File: src/hdl/fse_ram.sv
// Simple dual-port synchronous RAM, one write and one registered read port.
// No dependencies.
`default_nettype none
module fse_ram #(
    parameter int DW    = 8,
    parameter int DEPTH = 256,
    parameter int AW    = 8
) (
    input  wire logic          i_clk,
    input  wire logic          i_we,
    input  wire logic [AW-1:0] i_waddr,
    input  wire logic [DW-1:0] i_wdata,
    input  wire logic [AW-1:0] i_raddr,
    output logic      [DW-1:0] o_rdata
);
    logic [DW-1:0] r_mem [DEPTH];

    always_ff @(posedge i_clk) begin
        if (i_we) begin
            r_mem[i_waddr] <= i_wdata;
        end
        o_rdata <= r_mem[i_raddr];
    end
endmodule
`default_nettype wire

File: config.mk
export PLATFORM = sky130hd
export DESIGN_NAME = fse_ram
export DESIGN_NICKNAME = d
export VERILOG_FILES = /design/src/hdl/fse_ram.sv
export SDC_FILE = /design/constraint.sdc
export NUM_CORES = 2
export LEC_CHECK = 0
export ABC_AREA = 1
export ABC_CLOCK_PERIOD_IN_PS = 1900
export BUFFER_PORTS_ARGS = -buffer_cell sky130_fd_sc_hd__buf_2
export CAP_MARGIN = 20
export CORE_AREA = 2 2 412 414
export DETAILED_ROUTE_END_ITERATION = 8
export DIE_AREA = 0 0 414 416
export SETUP_SLACK_MARGIN = 0.2
export SYNTH_ARGS = -nofsm -noshare
export SYNTH_HDL_FRONTEND = slang
export SYNTH_SLANG_ARGS = --single-unit
File: constraint.sdc
create_clock -name i_clk -period 1.9 [get_ports i_clk]
set_input_delay 0.095 -clock i_clk [delete_from_list [all_inputs] [get_ports i_clk]]
set_output_delay 0.095 -clock i_clk [all_outputs]
set_load 0.02 [all_outputs]
# Yosys cells after proc, flatten, opt, wreduce, memory -nomap -nowiden
# Memory sizes are Yosys's and may differ from the RTL's. A register that Yosys moved wholly into a read port is not among the register bits.
# Index checks and enable logic that the tools add are counted.
# Widths: inputs -> output; s select.
[word_totals]
in_bits = 26
mem_count = 1
regBits = 0
ramBits = 2048
[mem_list]
columns = ["memory", "words", "width", "read_ports", "rd_clocked_by_memory_dff", "wr", "line_no", "text"]
rows = [
  ["r_mem", 256, 8, 1, 1, 1, "16", "logic [DW-1:0] r_mem [DEPTH];"],
]
[classes]
muxes = 2
[ops]
columns = ["cell", "count"]
rows = [
  ["$mux 1", 2],
]

# Longest topological paths before layout
[depth]
depth_word = 2
depth_mapped = 15
depth_no_buf = 11

# Worst setup path before layout
# No wires, ideal clock.
[synth_path]
path_type = "input port to flip-flop"
start = "input i_we"
end = "memory r_mem[162][0], enable pin"
path_slack_ps = 314
setup_ps = 370
arrival_time_ps = 1216
t_required_ps = 1530
path_buffers = 2
stages = 4
cell_sequence = "clkbuf_1 -> nand3_1 -> clkbuf_1 -> nor2_1"
[synth_between]
elab_chain_cells = 2
[synth_rtl]
columns = ["item", "line_no", "text"]
rows = [
  ["start, declared", "10", "input wire logic i_we,"],
  ["$mux 1", "19", "if (i_we) begin"],
  ["$mux 1 (implied by the code)", "20", "r_mem[i_waddr] <= i_wdata;"],
  ["end, declared", "16", ""],
]
# Every way passes these cells.

==> results.md <==
* DP HPWL at between 150000 and 200000 um
* DRC errors left at 0
* Outcome: finished, final reports clean
* Largest net degree at the start of global routing at 63
* Fraction of final layout cells sized beyond drive strength 1 at 0.143
* Number of clock sinks at 2056
* Sum of overflow across all layers after global routing at 0
* Worst Path Class, Setup: flip-flop to flip-flop
* Unrepaired setup endpoints after global routing: true
* Core area at ~170000 um2
* Flops & latches, synth at between 2000 and 2500
* Fraction of power consumed by the clock network at 0.402
* Hold Path Class: primary input to flip-flop
* Chain of cells forming the critical path: nand2_1 -> nand3_1 -> nand3_1 -> nand3_1 -> nand3_1 -> nand3_1 -> nand3_1 -> nand2_1 -> nand2_1 -> nand2_1
* Worst-Skew Late Latency at roughly 0.84 ns
* Number of distinct library cell variants in the gate-level netlist after synthesis at 14
* CTS Root Buffer Type: clkbuf_16
* Area leader, netlist: edfxtp_1
* Minimum hold slack at roughly 0.072 ns
* Startpoint Class: flip-flop
* Chip Height at 416 um
* Number of optimization iterations in the first detailed-route pass at 6
* Switching power share of the total at 0.227
* Final WL at 243000 um
* Area added between synthesis and finish at 17.4%
* Gate Count Post-Synth at around 7000
* CTS HTree Levels at 4
* Warnings, synthesis at 0
* Internal power at between 70000 and 80000 uW
* DRC violation total after the first TritonRoute iteration at between 6000 and 7000
* Die span in x at 414 um
* Sequential cell area fraction in the yosys report at 0.739
* TritonCTS clock tree: yes
* Antenna violations before repair at 10
* Die outline area at between 150000 and 200000 um2
* Count of input and output buffers at 33
* Most common cell after layout, fill and taps aside: nand2_1
* Switching power total at about 22000 uW
* Total clock buffers created by CTS at 206
* Cell leakage power at ~0.035 uW
* Final weighted congestion in routability-driven placement at 0.877
* Worst-path fanout max at 1
* Relative contribution of combinational cells to total power at 0.071
* Post-layout minimum cycle time at approximately 1.7 ns
* Number of hold-slack violations in the final timing report at 0
* Worst slew margin relative to its limit at 0.536
* Cell count after placement at between 9000 and 10000
* Final-stage net count at roughly 7500
* Clock-pin slew of the registers on the worst-case setup and hold paths at 0.06 ns
* Most numerous cell on the critical path: nand3_1
* Row cnt at ~150
* # setup viols final at 0
* Power density cells at just under 1000 nW/um2
* Post-synth net total at between 7000 and 8000
* Vias post-DR at roughly 57000
* Transition time of the tightest slew-check pin at between 0.6 and 0.7 ns
* Combined global-route utilization of all metal layers at 0.280
* Largest buffer count on any clock path at 3
* Final cell count without fillers at 9842
* Maximum VDD drop at ~1.1 mV
* Arrival time of the worst setup path at 2.46 ns
* Period Utilization, post-route at 0.910
* Top-level port count at 34
* Slew Limit Fails at 0
* Max cap viols at 0
* Wire length of the first global-routing pass at ~360000 um
* Dominant cells by area after synthesis: edfxtp_1 74%, nand3_1 12%, nand2_1 9.6%, buf_2 1.6%, nor2_1 1.3%
* Post-synthesis cell area at roughly 83000 um2
* CP max-delay cell: edfxtp_1
* Post-route antenna net violation count at 0
* Maximum operating frequency at 0.578 GHz
* Req. time, crit path at roughly 2.6 ns
* Slowest Stage Delay on Critical Path at 0.37 ns
* Via-to-Cell Ratio at around 5.7
* Post-synthesis average cell area at about 12 um2
* Endpoint type of the worst setup path: flip-flop
* Yosys top cell area share at 0.737
* Number of global-route vias before repair at about 54000
* Most frequent cells in the layout: 2112 x nand2_1, 2048 x edfxtp_1, 1945 x nand3_1, 544 x buf_4, 283 x nor2_1
* Fraction of power consumed by sequential logic at 0.527
* Setup skew after layout at roughly 0.03 ns
* Wire length per cell after detailed routing at between 20 and 25 um
* Initial core utilization at 0.496
## power groups by stage
stage	combinational, uW	sequential [uW]	clock (uW)
2_1_floorplan	3090	51000	0
3_3_place_gp	6570	51000	0
3_5_place_dp	6620	51000	0
4_1_cts	6690	50100	38700
5_1_grt	7280	50100	40300
6_report	6790	50100	38200
## logic make-up (layout without fill, tap and decap cells)
| kind of cell | Yosys count | after routing | share of synthesized area |
|---|---|---|---|
| DFF | 2056 | 2056 | 0.739 |
| and+or+nand+nor | 4425 | 4425 | 0.229 |
| buffers and inverters | 522 | 1140 | 0.0312 |
| other | 0 | 3 | 0 |
## critical path: cells and delay by family, from the launching register on
kind          cells  cell delay, ns
simple gates     10            1.25
flops             1            0.37
## cell type report
class                           instances  area, um2
Timing Repair Buffer                  735       7430
Tap cell                             2218       2780
Fill cell                           13593      70200
Clock inverter                         89        678
Clock buffer                          277       5550
Sequential cell                      2056      61700
Antenna cell                            3       7.51
Inverter                               39        180
Multi-Input combinational cell       4425      19600
## cells in the mapped netlist
| cell type | number |
|---|---|
| buf_1 | 40 |
| buf_2 | 268 |
| buf_4 | 46 |
| buf_6 | 16 |
| buf_8 | 1 |
| clkbuf_1 | 112 |
| dfxtp_1 | 8 |
| edfxtp_1 | 2048 |
| inv_1 | 36 |
| inv_2 | 2 |
| inv_4 | 1 |
| nand2_1 | 2123 |
| nand3_1 | 2019 |
| nor2_1 | 283 |
## metrics by stage
step	cell area, um2	utilization	power (uW)	worst slack (ns)	setup TNS [ns]
final	97900	0.582	95100	0.170	0
after global routing	97900	0.582	97700	0.147	0
after CTS	97600	0.580	95400	0.140	0
after detailed placement	91100	0.542	57700	-0.551	-3.11
after global placement	91100	0.542	57600	-0.517	-3.22
after floorplan	83400	-	54100	0.314	0
## repair_timing
item	CTS	global route
buffers inserted	0	0
endpoints found under the setup margin	16	8
hold buffers	10	0
resized for setup	31	65
hold endpoints to repair	1854	0
pin swaps	0	9
## registers in the layout (all words and copies together), names as in the netlist
name,cells
o_rdata,8
r_mem,2048
## path summary, 6_finish.rpt
path / cells after the start / slack, ns / endpoint / startpoint
max: 10 / 0.17 / o_rdata[6] / r_mem[225][6]
min: 5 / 0.07 / r_mem[157][6] / i_waddr[2]
max reg2reg: 10 / 0.17 / o_rdata[6] / r_mem[225][6]
min reg2reg: 10 / 1.04 / o_rdata[2] / r_mem[250][2]
## routing by layer
metal	global-route usage	vias to the layer above	wire (um)
met1	0.396	27911	101000
met4	0.103	4	8770
met3	0.0433	395	19500
met5	0	-	22
met2	0.442	2454	114000
li1	-	25787	-
No activity file was read; power rests on OpenSTA's default activity.
